$ cat src/hdl/assert_macros.svh
// ----------------------------------------------------------------------------
// Assertion macros
// Shared concurrent assertion forms, clocked on clk and disabled in reset.
// ----------------------------------------------------------------------------
`ifndef ASSERT_MACROS_SVH
`define ASSERT_MACROS_SVH

// Same-cycle implication
`define SECE_ASSERT_NOW(lbl, ante, cons) \
    lbl: assert property (@(posedge clk) disable iff (!rst_n) (ante) |-> (cons)) \
        else $error("assertion failed");

// Next-cycle implication
`define SECE_ASSERT_NEXT(lbl, ante, cons) \
    lbl: assert property (@(posedge clk) disable iff (!rst_n) (ante) |=> (cons)) \
        else $error("assertion failed");

`endif

$ cat src/hdl/sece_pkg.sv
// ----------------------------------------------------------------------------
// sece_pkg
// Types and constants of the SPI Ethernet command engine.
// ----------------------------------------------------------------------------
package sece_pkg;

    typedef enum logic [2:0] {
        K_RCR = 3'd0,
        K_WCR = 3'd1,
        K_BFS = 3'd2,
        K_BFC = 3'd3,
        K_RBM = 3'd4,
        K_WBM = 3'd5,
        K_SRC = 3'd6,
        K_NOP = 3'd7
    } kind_t;

    typedef enum logic [2:0] {
        S_CLEAR = 3'b001,
        S_FETCH = 3'b010,
        S_EXEC  = 3'b100
    } state_t;

    typedef struct packed {
        logic       first;
        kind_t      kind;
        logic [4:0] addr;
        logic [7:0] data;
    } item_t;

    typedef struct packed {
        logic [7:0]  miso;
        logic        go;
        logic [12:0] first_addr;
        logic [12:0] last_addr;
        logic        empty;
        logic        pad;
    } result_t;

    // Command bytes and opcode fields
    localparam logic [7:0] CMD_SRC = 8'hFF;
    localparam logic [7:0] CMD_RBM = 8'h3A;
    localparam logic [7:0] CMD_WBM = 8'h7A;
    localparam logic [2:0] OP_RCR  = 3'b000;
    localparam logic [2:0] OP_WCR  = 3'b010;
    localparam logic [2:0] OP_BFS  = 3'b100;
    localparam logic [2:0] OP_BFC  = 3'b101;

    // Register map
    localparam logic [4:0] BANK_SIZE  = 5'h1B;
    localparam logic [4:0] A_ECON1    = 5'h1F;
    localparam logic [4:0] A_ECON2    = 5'h1E;
    localparam logic [4:0] A_ERXFCON  = 5'h18;
    localparam logic [4:0] A_EPKTCNT  = 5'h19;
    localparam logic [4:0] A_MACON3   = 5'h02;
    localparam logic [4:0] A_ERXSTL   = 5'h08;
    localparam logic [4:0] A_ERXSTH   = 5'h09;
    localparam logic [4:0] A_DMY_LAST = 5'h05;
    localparam logic [4:0] A_DMY_ALT  = 5'h0A;

    localparam int C_EIR   = 1;
    localparam int C_ESTAT = 2;
    localparam int C_ECON2 = 3;
    localparam int C_ECON1 = 4;

    localparam int P_ERDPT  = 0;
    localparam int P_EWRPT  = 2;
    localparam int P_ETXST  = 4;
    localparam int P_ETXND  = 6;
    localparam int P_ERXST  = 8;
    localparam int P_ERXND  = 10;
    localparam int P_ERWRPT = 14;

    // Reset values and bit masks
    localparam logic [7:0] ERXFCON_RST   = 8'hA1;
    localparam logic [7:0] ECON2_RST     = 8'h80;
    localparam logic [7:0] ESTAT_RST     = 8'h01;
    localparam logic [7:0] TX_REQ_BIT    = 8'h08;
    localparam logic [7:0] TX_DONE_FLAG  = 8'h08;
    localparam logic [7:0] ECON2_PKDEC   = 8'h40;
    localparam logic [7:0] PKT_PEND_FLAG = 8'h40;
    localparam logic [7:0] MACON3_PAD    = 8'hE0;

endpackage

$ cat src/hdl/sece_front.sv
// ----------------------------------------------------------------------------
// sece_front
// Accepts SPI bytes, tracks the active command and target register and
// tags each byte with its command class.
// ----------------------------------------------------------------------------
module sece_front (
    input  logic                 clk,
    input  logic                 rst_n,
    input  logic                 push,
    output logic                 full,
    input  logic [7:0]           mosi_byte,
    input  logic                 first_byte,
    input  logic                 busy,
    input  logic                 q_full,
    output logic                 q_push,
    output sece_pkg::item_t      q_item
);

    sece_pkg::kind_t cmd_reg, cmd_next;
    logic [4:0]      tgt_reg, tgt_next;
    sece_pkg::kind_t dec_kind;
    logic            dec_tgt;

    assign full   = q_full || busy;
    assign q_push = push && !full;

    // Decode the command byte
    always_comb
    begin
        dec_tgt  = 1'b0;
        dec_kind = sece_pkg::K_NOP;
        priority if (mosi_byte == sece_pkg::CMD_SRC)
        begin
            dec_kind = sece_pkg::K_SRC;
        end
        else if (mosi_byte == sece_pkg::CMD_RBM)
        begin
            dec_kind = sece_pkg::K_RBM;
        end
        else if (mosi_byte == sece_pkg::CMD_WBM)
        begin
            dec_kind = sece_pkg::K_WBM;
        end
        else
        begin
            dec_tgt = 1'b1;
            unique case (mosi_byte[7:5])
                sece_pkg::OP_RCR: dec_kind = sece_pkg::K_RCR;
                sece_pkg::OP_WCR: dec_kind = sece_pkg::K_WCR;
                sece_pkg::OP_BFS: dec_kind = sece_pkg::K_BFS;
                sece_pkg::OP_BFC: dec_kind = sece_pkg::K_BFC;
                default:          dec_kind = sece_pkg::K_NOP;
            endcase
        end
    end

    always_comb
    begin
        cmd_next = cmd_reg;
        tgt_next = tgt_reg;
        if (q_push && first_byte)
        begin
            cmd_next = dec_kind;
            if (dec_tgt)
            begin
                tgt_next = mosi_byte[4:0];
            end
        end
        q_item.first = first_byte;
        q_item.kind  = first_byte ? dec_kind : cmd_reg;
        q_item.addr  = tgt_next;
        q_item.data  = mosi_byte;
    end

    always_ff @(posedge clk or negedge rst_n)
    begin
        if (!rst_n)
        begin
            cmd_reg <= sece_pkg::K_RCR;
            tgt_reg <= '0;
        end
        else
        begin
            cmd_reg <= cmd_next;
            tgt_reg <= tgt_next;
        end
    end

endmodule

$ cat config.mk
export PLATFORM = sky130hd
export DESIGN_NAME = sece_front
export DESIGN_NICKNAME = d
export VERILOG_FILES = /design/src/hdl/assert_macros.svh /design/src/hdl/sece_pkg.sv /design/src/hdl/sece_front.sv
export SDC_FILE = /design/constraint.sdc
export NUM_CORES = 1
export LEC_CHECK = 0
export BUFFER_PORTS_ARGS = -buffer_cell sky130_fd_sc_hd__clkbuf_2
export CAP_MARGIN = 5
export CORE_MARGIN = 4
export CORE_UTILIZATION = 42
export DETAILED_ROUTE_END_ITERATION = 8
export PLACE_DENSITY = 0.78
export SYNTH_ARGS = -nofsm -noshare
export SYNTH_HDL_FRONTEND = slang
export SYNTH_SLANG_ARGS = --single-unit
$ cat constraint.sdc
create_clock -name clk -period 1.4 [get_ports clk]
set_input_delay 0.21 -clock clk [delete_from_list [all_inputs] [get_ports clk]]
set_output_delay 0.21 -clock clk [all_outputs]
set_load 0.02 [all_outputs]
==> impl_metrics.ini <==
[detailed_routing]
viasPerCell = 5.45
wl_per_cell_um = 14.0
drt-pass1-iter-count = 4
via_count = 698
drc = 0
wirelength_mm = 1.79
antenna_left = 0
first_iter_violations = 29

[yosys]
netlist_instances = 69
synth_area_leader_cell = dfrtp_1
yosysSeqAreaShare_pct = 33.3
synthesis.nets = 83
synthArstFlopShare_pct = 100
synth_warnings = 0
yosys-top-cells-area = dfrtp_1, buf_4, a31oi_1
post-synth-top-count-cell = buf_4
synth_common_cells = buf_4, dfrtp_1, nor2_1
synth.distinct_cells = 28
synth-edff-count = 0
synth_top_area_share_pct = 33.3
avgSynthCellArea_um2 = 8.70
syn_area_um2 = 601
synthFlopType = dfrtp_1
synth_seq_cells = 8

[clock_tree]
clk_latency_ps = 260
clk_pin_slew_ps = 50
cts_root_buffer = clkbuf_4
clock_sinks = 8
cts_tree = yes
cts.htree.levels = 1
numCtsBuffers = 3
clk_path_buf_depth = 2

[layout]
antenna_cells = 0
fill_cells = 89
area_growth_pct = 61.5
layout-drive-gt1-share_pct = 58.4
final_nets = 129
largest_reg_flops = 5

[power]
ir_worst_vdd_mv = 0.582
p_leak_nw = 0.485
powerDensity_mw_per_mm2 = 841
finalPower_mw = 0.815

[floorplan]
coreArea_mm2 = 0.00132
dieArea_mm2 = 0.00210
die_h_um = 45.8
rows = 13
die_x_um = 45.8
initial_core_util_pct = 45.6
ios = 33

[run_status]
run_status = finished, violations left
violations = setup timing

[setup_path]
crit_path_cell_trace = buf_8 > or3_4 > a211o_1 > a2bb2oi_2 > clkbuf_8
path_delay_family = compound AO/OA/AOI/OAI gates
critPathArrivalTime_ps = 1330
crit_path_end_kind = primary output
crit_slowest_cell = or3_4
crit_required_ps = 1190
reg2reg_depth = 3
worst-path-stages = 5
path_class = input pin to primary output
critPathMaxStageDelay_ps = 400
start_kind = input pin
path_max_fanout = 4
worstPathBufferInverterCount = 2

[worst_hold_path]
worstHoldPathCells = 3
hold_class = input pin to register

[timing]
max_freq_mhz = 650
clock_skew_ps = 0
tns_ps = -303
relSlewSlack_pct = 84.2
fin_crit_sh_pct = 110
tightest_slew_ps = 236
finalHoldViolCount = 0
grt_setup_unrepaired = true
layout_setup_ws_ps = -139
slew_violations = 0
finalSetupViolCount = 4
period_minus_slack_ps = 1540

[placement]
place_ws_ps = -141
hpwl_mm = 1.36
gp_congestion = 0.802
numPortBuffers = 32

[global_route]
antenna_found_initial = 0
grt_start_max_net_pins = 11
grt_pass1_vias = 628
grt_remaining_overflow = 0
grt_pass1_wl_mm = 2.62
track_usage_pct = 17.8

[flow_run]
maxCapViolCount = 0
-- cell usage in the layout, fill, tap and decap left out, drive strengths merged, types with 2 or more instances in the layout --
cell type,n
a211o,2
a21oi,6
a22o,2
a2bb2oi,2
a31oi,6
buf,25
clkbuf,29
dfrtp,8
inv,5
mux2i,3
nand2,4
nor2,7
-- report_power, final --
part           switching [mW]  internal, mW
combinational           0.182         0.156
clock                  0.0831        0.0984
sequential             0.0233         0.273
-- per-layer routing --
| metal | vias to the layer above | track usage [%] | wire (um) |
|---|---|---|---|
| met2 | 26 | 30.4 | 938 |
| met5 | - | 0 | 0 |
| met4 | 0 | 9.66 | 27 |
| met1 | 329 | 18.5 | 722 |
| li1 | 337 | - | - |
| met3 | 6 | 7.11 | 98 |
-- cell type report --
class / count / area (um^2) / share of cell area [%]
clock buffers: 3 / 22.5 / 2.32
repair buffers: 52 / 364 / 37.5
inverters: 5 / 18.8 / 1.94
well taps: 15 / 18.8 / 1.94
flip-flops and latches: 8 / 200 / 20.6
multi-input cells: 45 / 345 / 35.6
-- final timing paths --
kind | start | endpoint | slack [ps]
setup reg to reg | tgt_reg[0]$_DFF_PN0_ | tgt_reg[0]$_DFF_PN0_ | 470
hold / removal | mosi_byte[4] | tgt_reg[1]$_DFF_PN0_ | 320
setup / recovery | mosi_byte[0] | q_item[10] | -140
max in group asynchronous | rst_n | tgt_reg[2]$_DFF_PN0_ | 880
min in group asynchronous | rst_n | cmd_reg[2]$_DFFE_PN0P_ | 330
hold reg to reg | cmd_reg[2]$_DFFE_PN0P_ | cmd_reg[2]$_DFFE_PN0P_ | 480
-- worst reg2reg max path, delay by kind of cell (launching register included) --
family / cells / cell delay [ps]
compound gates: 2 / 460
simple gates: 1 / 60
flops: 1 / 340
-- through the flow --
stage	util, %	hold WS [ps]	cells	instance area [um^2]
2_1_floorplan	-	-85.6	69	607
3_3_place_gp	63.5	65.6	122	837
3_5_place_dp	63.5	67.8	122	837
4_1_cts	67.9	310	126	895
5_1_grt	73.6	308	128	970
6_report	73.6	318	128	970
-- cells by family (layout without fill, tap and decap cells) --
family | Yosys count | after routing | share of synthesized area (%)
and+or+nand+nor | 22 | 22 | 21.7
AOI/OAI and AO/OA | 20 | 20 | 24.2
buffers and inverters | 16 | 60 | 15.8
DFF | 8 | 8 | 33.3
muxes | 3 | 3 | 5.00
-- timing repair --
action                                  in CTS  in global routing
hold endpoints to repair                     8                  0
hold buffers                                 1                  0
buffers inserted                             0                  2
gates resized for setup                      6                 19
pin swaps                                    1                  6
gates cloned                                 0                  0
endpoints found under the setup margin       5                  7
Power figures use the tool's default switching activity.
