## src/hdl/assert_macros.svh

```systemverilog
// ----------------------------------------------------------------------------
// Assertion macros
// Shared concurrent assertion forms, clocked on clk and disabled in reset.
// ----------------------------------------------------------------------------
`ifndef ASSERT_MACROS_SVH
`define ASSERT_MACROS_SVH

// Same-cycle implication
`define SECE_ASSERT_NOW(lbl, ante, cons) \
    lbl: assert property (@(posedge clk) disable iff (!rst_n) (ante) |-> (cons)) \
        else $error("assertion failed");

// Next-cycle implication
`define SECE_ASSERT_NEXT(lbl, ante, cons) \
    lbl: assert property (@(posedge clk) disable iff (!rst_n) (ante) |=> (cons)) \
        else $error("assertion failed");

`endif

```

## src/hdl/sece_fifo.sv

```systemverilog
// ----------------------------------------------------------------------------
// sece_fifo
// Small register queue; DEPTH is a power of two.
// ----------------------------------------------------------------------------
module sece_fifo #(
    parameter int WIDTH = 8,
    parameter int DEPTH = 2
) (
    input  logic             clk,
    input  logic             rst_n,
    input  logic             push,
    input  logic [WIDTH-1:0] din,
    output logic             full,
    input  logic             pop,
    output logic [WIDTH-1:0] dout,
    output logic             empty
);

    localparam int IW = (DEPTH > 1) ? $clog2(DEPTH) : 1;
    localparam int CW = $clog2(DEPTH + 1);

    logic [WIDTH-1:0] data_reg [DEPTH];
    logic [IW-1:0]    wr_reg, wr_next;
    logic [IW-1:0]    rd_reg, rd_next;
    logic [CW-1:0]    cnt_reg, cnt_next;
    logic             do_push, do_pop;

    assign full    = (cnt_reg == CW'(DEPTH));
    assign empty   = (cnt_reg == '0);
    assign do_push = push && !full;
    assign do_pop  = pop && !empty;
    assign dout    = data_reg[rd_reg];

    always_comb
    begin
        wr_next  = do_push ? IW'(wr_reg + 1'b1) : wr_reg;
        rd_next  = do_pop ? IW'(rd_reg + 1'b1) : rd_reg;
        cnt_next = CW'(cnt_reg + CW'(do_push) - CW'(do_pop));
    end

    always_ff @(posedge clk or negedge rst_n)
    begin
        if (!rst_n)
        begin
            wr_reg  <= '0;
            rd_reg  <= '0;
            cnt_reg <= '0;
        end
        else
        begin
            wr_reg  <= wr_next;
            rd_reg  <= rd_next;
            cnt_reg <= cnt_next;
        end
    end

    always_ff @(posedge clk)
    begin
        if (do_push)
        begin
            data_reg[wr_reg] <= din;
        end
    end

endmodule

```

## config.mk

```make
export PLATFORM = sky130hd
export DESIGN_NAME = sece_fifo
export DESIGN_NICKNAME = d
export VERILOG_FILES = /design/src/hdl/assert_macros.svh /design/src/hdl/sece_fifo.sv
export SDC_FILE = /design/constraint.sdc
export NUM_CORES = 1
export LEC_CHECK = 0
export BUFFER_PORTS_ARGS = -buffer_cell sky130_fd_sc_hd__clkbuf_2
export CAP_MARGIN = 0
export CORE_MARGIN = 3
export CORE_UTILIZATION = 40
export CTS_CLUSTER_DIAMETER = 30
export DETAILED_ROUTE_END_ITERATION = 12
export GPL_ROUTABILITY_DRIVEN = 0
export HOLD_SLACK_MARGIN = 0.05
export PLACE_DENSITY_LB_ADDON = 0.12
export REMOVE_ABC_BUFFERS = 1
export SYNTH_ARGS = -nofsm -noshare
export SYNTH_HDL_FRONTEND = slang
export SYNTH_SLANG_ARGS = --single-unit
```

## constraint.sdc

```tcl
create_clock -name clk -period 1.75 [get_ports clk]
set_clock_uncertainty 0.15 [all_clocks]
set_input_delay 0.525 -clock clk [delete_from_list [all_inputs] [get_ports clk]]
set_output_delay 0.525 -clock clk [all_outputs]
set_load 0.02 [all_outputs]
```

==> flow_summary_export.csv, run 1 <==
group,metric,value,unit
cts,cts_tree,"done",
cts,clkSinkCount,20,
global_route,grt_max_degree,12,
global_route,globalRouteMet1Util,0.138,
die,die_y,50.3,µm
min_path,hold_path_class,"input pin to flip-flop",
min_path,holdCritStartpoint,"din[7]",
sta,holdWs,0.267,ns
die,die_area,2530,µm²
global_route,track_usage,0.114,
min_path,min_path_cells,1,
cts,path_clk_slew,0.10,ns
die,io_pins,22,
logic_synthesis,avgSynthCellArea,18.2,µm²
final_layout,largest_register_ffs,16,
critical_path,start_kind,"flip-flop",
sta,slew_viol_final,0,
critical_path,path_cells,"buf_6 -> mux2_4 -> buf_8",
critical_path,regToRegSetupSlack,0.06,ns
global_route,gr-total-overflow,0,
logic_synthesis,synth_ff_type,"edfxtp_1",
final_layout,synthToLayoutAreaGrowth,39.1,%
global_route,grt_pass1_wl,2090,µm
critical_path,crit_path_start,"rd_reg",
critical_path,critPathTopFamily,"flip-flops",
routing,routedWlPerCell,12.4,µm
routing,drt_first_pass_iters,4,
global_route,grt_use_met3,0.0267,
critical_path,crit_type,"flip-flop to output pin",
logic_synthesis,ys_types,14,
routing,route.detailed.drc,0,
critical_path,critPathArrivalTime,1.29,ns
die,core_area,1780,µm²
logic_synthesis,ys_warn_count,0,
logic_synthesis,synth_edf_count,16,
cts,cts_buffers,3,
status,status,"finished, violations left",
logic_synthesis,synth_commonest_cells,"16 x edfxtp_1, 8 x mux2_2, 4 x dfrtp_1, 3 x xnor2_1",
global_route,grt_use_met2,0.189,
placed_design,post-place-ws,-0.0213,ns
sta,setup_ws,-0.213,ns
cts,cts_root_buffer,"clkbuf_4",
routing,drtIter0Drc,5,
critical_path,critPathMaxFanout,5,
routing,postRouteAntennaNets,0,
logic_synthesis,synthTopCellsByArea,"edfxtp_1 61%, dfrtp_1 13%, mux2_2 11%, xnor2_1 3.3%, ha_1 3.2%",
critical_path,timing.rr.end,"cnt_reg[1]",
logic_synthesis,synth.largest_area_cell,"edfxtp_1",
logic_synthesis,synthArstFlopShare,0.200,
logic_synthesis,netlist.area_leader.share,0.612,
final_layout,n_antenna_cell,0,
sta,max_slew_margin,0.737,
routing,via_count,460,
sta,tightest_slew,0.394,ns
placed_design,hpwlAfterDp,868,µm
final_layout,fin_nets,91,
cts,htreeDepth,1,
logic_synthesis,ys_seq_area_frac,0.740,
run,cap_viol_max_count,0,
placed_design,place_inst,92,
critical_path,worst-endpoint-required,1.07,ns
sta,final.period_utilization,1.12,
sta,rsz0062_at_grt,"yes",
global_route,grt_busiest_layer,"met2",
power,powerDensity,1720,nW/µm²
critical_path,r2r_start,"cnt_reg[0]",
logic_synthesis,syn_area,785,µm²
logic_synthesis,synth.most_common_cell,"edfxtp_1",
routing,routed_wl,1250,µm
final_layout,final_cells,101,
placed_design,port_buffers,21,
die,die_w,50.3,µm
global_route,first_global_vias,477,
critical_path,critPathBufInv,2,
power,ir_drop,0.000990,V
sta,setup_viol_count_final,8,
sta,fin_crit,1.96,ns
final_layout,drive_gt1_frac,0.618,
status,failed_checks,"setup timing",
sta,final-hold-violation-count,0,
critical_path,reg2regPathDepth,7,
cts,cts_buffer_depth,2,
min_path,hold_end,"data_reg[1][7]",
global_route,antenna_found_initial,0,
power,p_leak,0.455,nW
die,start_util,0.440,
critical_path,cp-end-kind,"output pin",
logic_synthesis,synth-seq-cells,20,
sta,timing.fmax,509,MHz
critical_path,worst_path_largest_cell_delay,0.43,ns
logic_synthesis,syn_inst,43,
sta,finalSetupTns,-1.55,ns
critical_path,critPathSlowestCell,"dfrtp_2",
cts,clk_latency,0.29,ns
die,num_rows,15,
routing,avgViaCountPerCell,4.55,
==> per-layer routing <==
layer	up-vias	routed length, µm
met5	-	0
met4	0	0
met3	0	82
met2	16	680
met1	221	486
li1	223	-
==> cell families after synthesis <==
group / after synthesis / synth area share
xor+xnor: 4 / 0.0447
fa+ha+maj: 2 / 0.0319
flops: 20 / 0.740
buf+inv: 3 / 0.0239
mux: 8 / 0.115
simple gates: 6 / 0.0447
==> power by group <==
group	leakage (nW)	switching (mW)	internal, mW
logic	0.247	0.415	0.506
clock network	0.0154	0.128	0.0828
registers	0.193	0.0729	0.670
==> timing repair <==
item | in CTS | in global routing
cloned | 0 | 0
setup buffers | 3 | 1
gates resized for setup | 9 | 29
pin swaps | 0 | 2
hold endpoints to repair | 4 | 0
hold buffers | 1 | 0
setup endpoints to repair | 9 | 11
==> cells in the final DEF, fill, tap and decap left out, drive strengths merged <==
master,n
buf,18
edfxtp,16
clkbuf,14
mux2,8
dfrtp,4
xnor2,3
nor2,2
inv,2
ha,2
nor2b,1
nand2b,1
nand2,1
and3,1
xor2,1
clkinv,1
dlygate4sd3,1
==> worst max path at each step <==
stage,to,slack (ns),cells past startpoint
after floorplan,cnt_reg[1],0.03,7
after global routing,dout[2],-0.27,3
after global placement,cnt_reg[1],-0.008,7
after detailed placement,cnt_reg[1],-0.02,7
final,dout[2],-0.21,3
after CTS,dout[2],-0.22,3
==> final cells by class <==
cell class	count	area (µm²)
Sequential cell	20	583
Clock inverter	1	3.75
Tap cell	25	31.3
Fill cell	145	692
Inverter	2	7.51
Clock buffer	3	22.5
Multi-Input combinational cell	20	204
Timing Repair Buffer	30	239
==> stage by stage <==
stage | power, mW | cell area (µm²) | util
after floorplan | 1.17 | 773 | -
after global placement | 1.39 | 940 | 0.527
after detailed placement | 1.40 | 940 | 0.527
after CTS | 1.74 | 1020 | 0.575
after global routing | 2.00 | 1090 | 0.612
final | 1.87 | 1090 | 0.612
(Power assumes the default switching activity.)
==> run 2, diff against run 1 <==
Clock period 1.75 ns to 1.7 ns, I/O delays scaled along.
==> flow_summary_export.csv, run 2 (synthesis gave the netlist of run 1 again) <==
group,metric,value,unit
status,status,"finished, violations left",
status,failed_checks,"setup timing",
routing,postRouteAntennaNets,0,
critical_path,worst-endpoint-required,1.04,ns
power,switching_share,0.321,
sta,fin_crit,1.95,ns
power,pwr-share-seq,0.367,
power,finalPower,2.10,mW
routing,drt_first_pass_iters,2,
critical_path,critPathMaxFanout,5,
global_route,first_global_vias,492,
power,intPower,1.42,mW
sta,final.period_utilization,1.15,
routing,via_count,466,
sta,setup_viol_count_final,9,
critical_path,critPathArrivalTime,1.29,ns
sta,slew_viol_final,0,
die,start_util,0.440,
critical_path,crit_type,"flip-flop to output pin",
power,p_leak,0.475,nW
sta,rsz0062_at_grt,"yes",
placed_design,hpwlAfterDp,859,µm
die,num_rows,15,
power,powerDensity,1830,nW/µm²
run,cap_viol_max_count,0,
sta,setup_ws,-0.250,ns
critical_path,cp-end-kind,"output pin",
global_route,grt_pass1_wl,2100,µm
final_layout,fin_nets,92,
global_route,gr-total-overflow,0,
cts,path_clk_slew,0.11,ns
sta,tightest_slew,0.153,ns
sta,holdWs,0.254,ns
final_layout,mostFrequentLayoutCells,"16 x edfxtp_1, 11 x clkbuf_2, 9 x buf_6",
global_route,antenna_found_initial,0,
final_layout,nFillCells,148,
die,die_w,50.3,µm
final_layout,n_antenna_cell,0,
die,die_y,50.3,µm
final_layout,drive_gt1_frac,0.675,
global_route,grt_max_degree,12,
cts,cts_buffers,3,
die,core_area,1780,µm²
die,io_pins,22,
power,ir_drop,0.00106,V
power,comb_power_share,0.509,
cts,cts_tree,"done",
final_layout,largest_register_ffs,16,
power,clockPowerShare,0.125,
placed_design,port_buffers,21,
cts,htreeDepth,1,
routing,route.detailed.drc,0,
critical_path,start_kind,"flip-flop",
sta,timing.fmax,513,MHz
cts,clkSinkCount,20,
routing,routedWlPerCell,12.6,µm
final_layout,final_common_cell,"edfxtp_1",
cts,cts_buffer_depth,2,
die,die_area,2530,µm²
global_route,track_usage,0.113,
sta,max_slew_margin,0.897,
cts,cts_root_buffer,"clkbuf_4",
sta,final-hold-violation-count,0,
routing,drtIter0Drc,6,
min_path,hold_path_class,"input pin to flip-flop",
routing,avgViaCountPerCell,4.57,
final_layout,synthToLayoutAreaGrowth,45.9,%
cts,clk_latency,0.29,ns
power,p_switching,0.674,mW
routing,routed_wl,1280,µm
==> run 2: timing repair <==
action	CTS	global route
setup buffers	2	2
endpoints found under the setup margin	10	11
gates resized for setup	13	31
pin swaps	1	3
hold buffers	1	0
hold endpoints to repair	4	0
==> run 2: path summary, 6_finish.rpt <==
| path | slack, ns | start | cells after the start | end |
|---|---|---|---|---|
| min in group asynchronous | 0.40 | rst_n | 2 | rd_reg |
| hold / removal | 0.25 | din[6] | 1 | data_reg[1][6] |
| max in group asynchronous | 0.86 | rst_n | 2 | cnt_reg[0] |
| setup reg to reg | 0.04 | cnt_reg[0] | 7 | cnt_reg[1] |
| setup / recovery | -0.25 | rd_reg | 3 | dout[2] |
| hold reg to reg | 0.37 | wr_reg | 1 | wr_reg |
==> run 2: cell type report <==
type | instances | area (µm²) | area share
flip-flops and latches | 20 | 584 | 0.510
repair buffers | 31 | 264 | 0.231
multi-input cells | 20 | 221 | 0.193
clock buffers | 4 | 36.3 | 0.0317
well taps | 25 | 31.3 | 0.0273
inverters | 2 | 7.51 | 0.00656
==> run 2: worst max-delay path, cell delays in order (launching register included) <==
cell     delay (ns)
dfrtp_2        0.43
buf_6          0.14
mux2_4         0.30
buf_8          0.13
==> run 2: power groups by stage <==
stage | sequential, mW | clock (mW) | combinational, mW
floorplan | 0.765 | 0 | 0.442
global placement | 0.782 | 0 | 0.657
detailed placement | 0.788 | 0 | 0.663
CTS | 0.765 | 0.273 | 0.833
global route | 0.787 | 0.292 | 1.16
finish | 0.769 | 0.261 | 1.07
==> run 2: per-stage QoR <==
| stage | area [µm²] | TNS [ns] | setup slack [ns] | instances | util |
|---|---|---|---|---|---|
| final | 1140 | -1.87 | -0.250 | 102 | 0.642 |
| after floorplan | 773 | -0.0225 | -0.0225 | 42 | - |
| after detailed placement | 947 | -0.340 | -0.0668 | 93 | 0.531 |
| after CTS | 1050 | -2.04 | -0.255 | 100 | 0.591 |
| after global routing | 1140 | -2.39 | -0.297 | 102 | 0.642 |
| after global placement | 947 | -0.207 | -0.0427 | 93 | 0.531 |
==> run 2: metal layers <==
layer,global-route usage,up-vias,share of wire
li1,-,224,-
met1,0.130,228,0.37
met2,0.196,14,0.58
met3,0.0356,0,0.055
met4,0.0415,0,0
met5,0,-,0
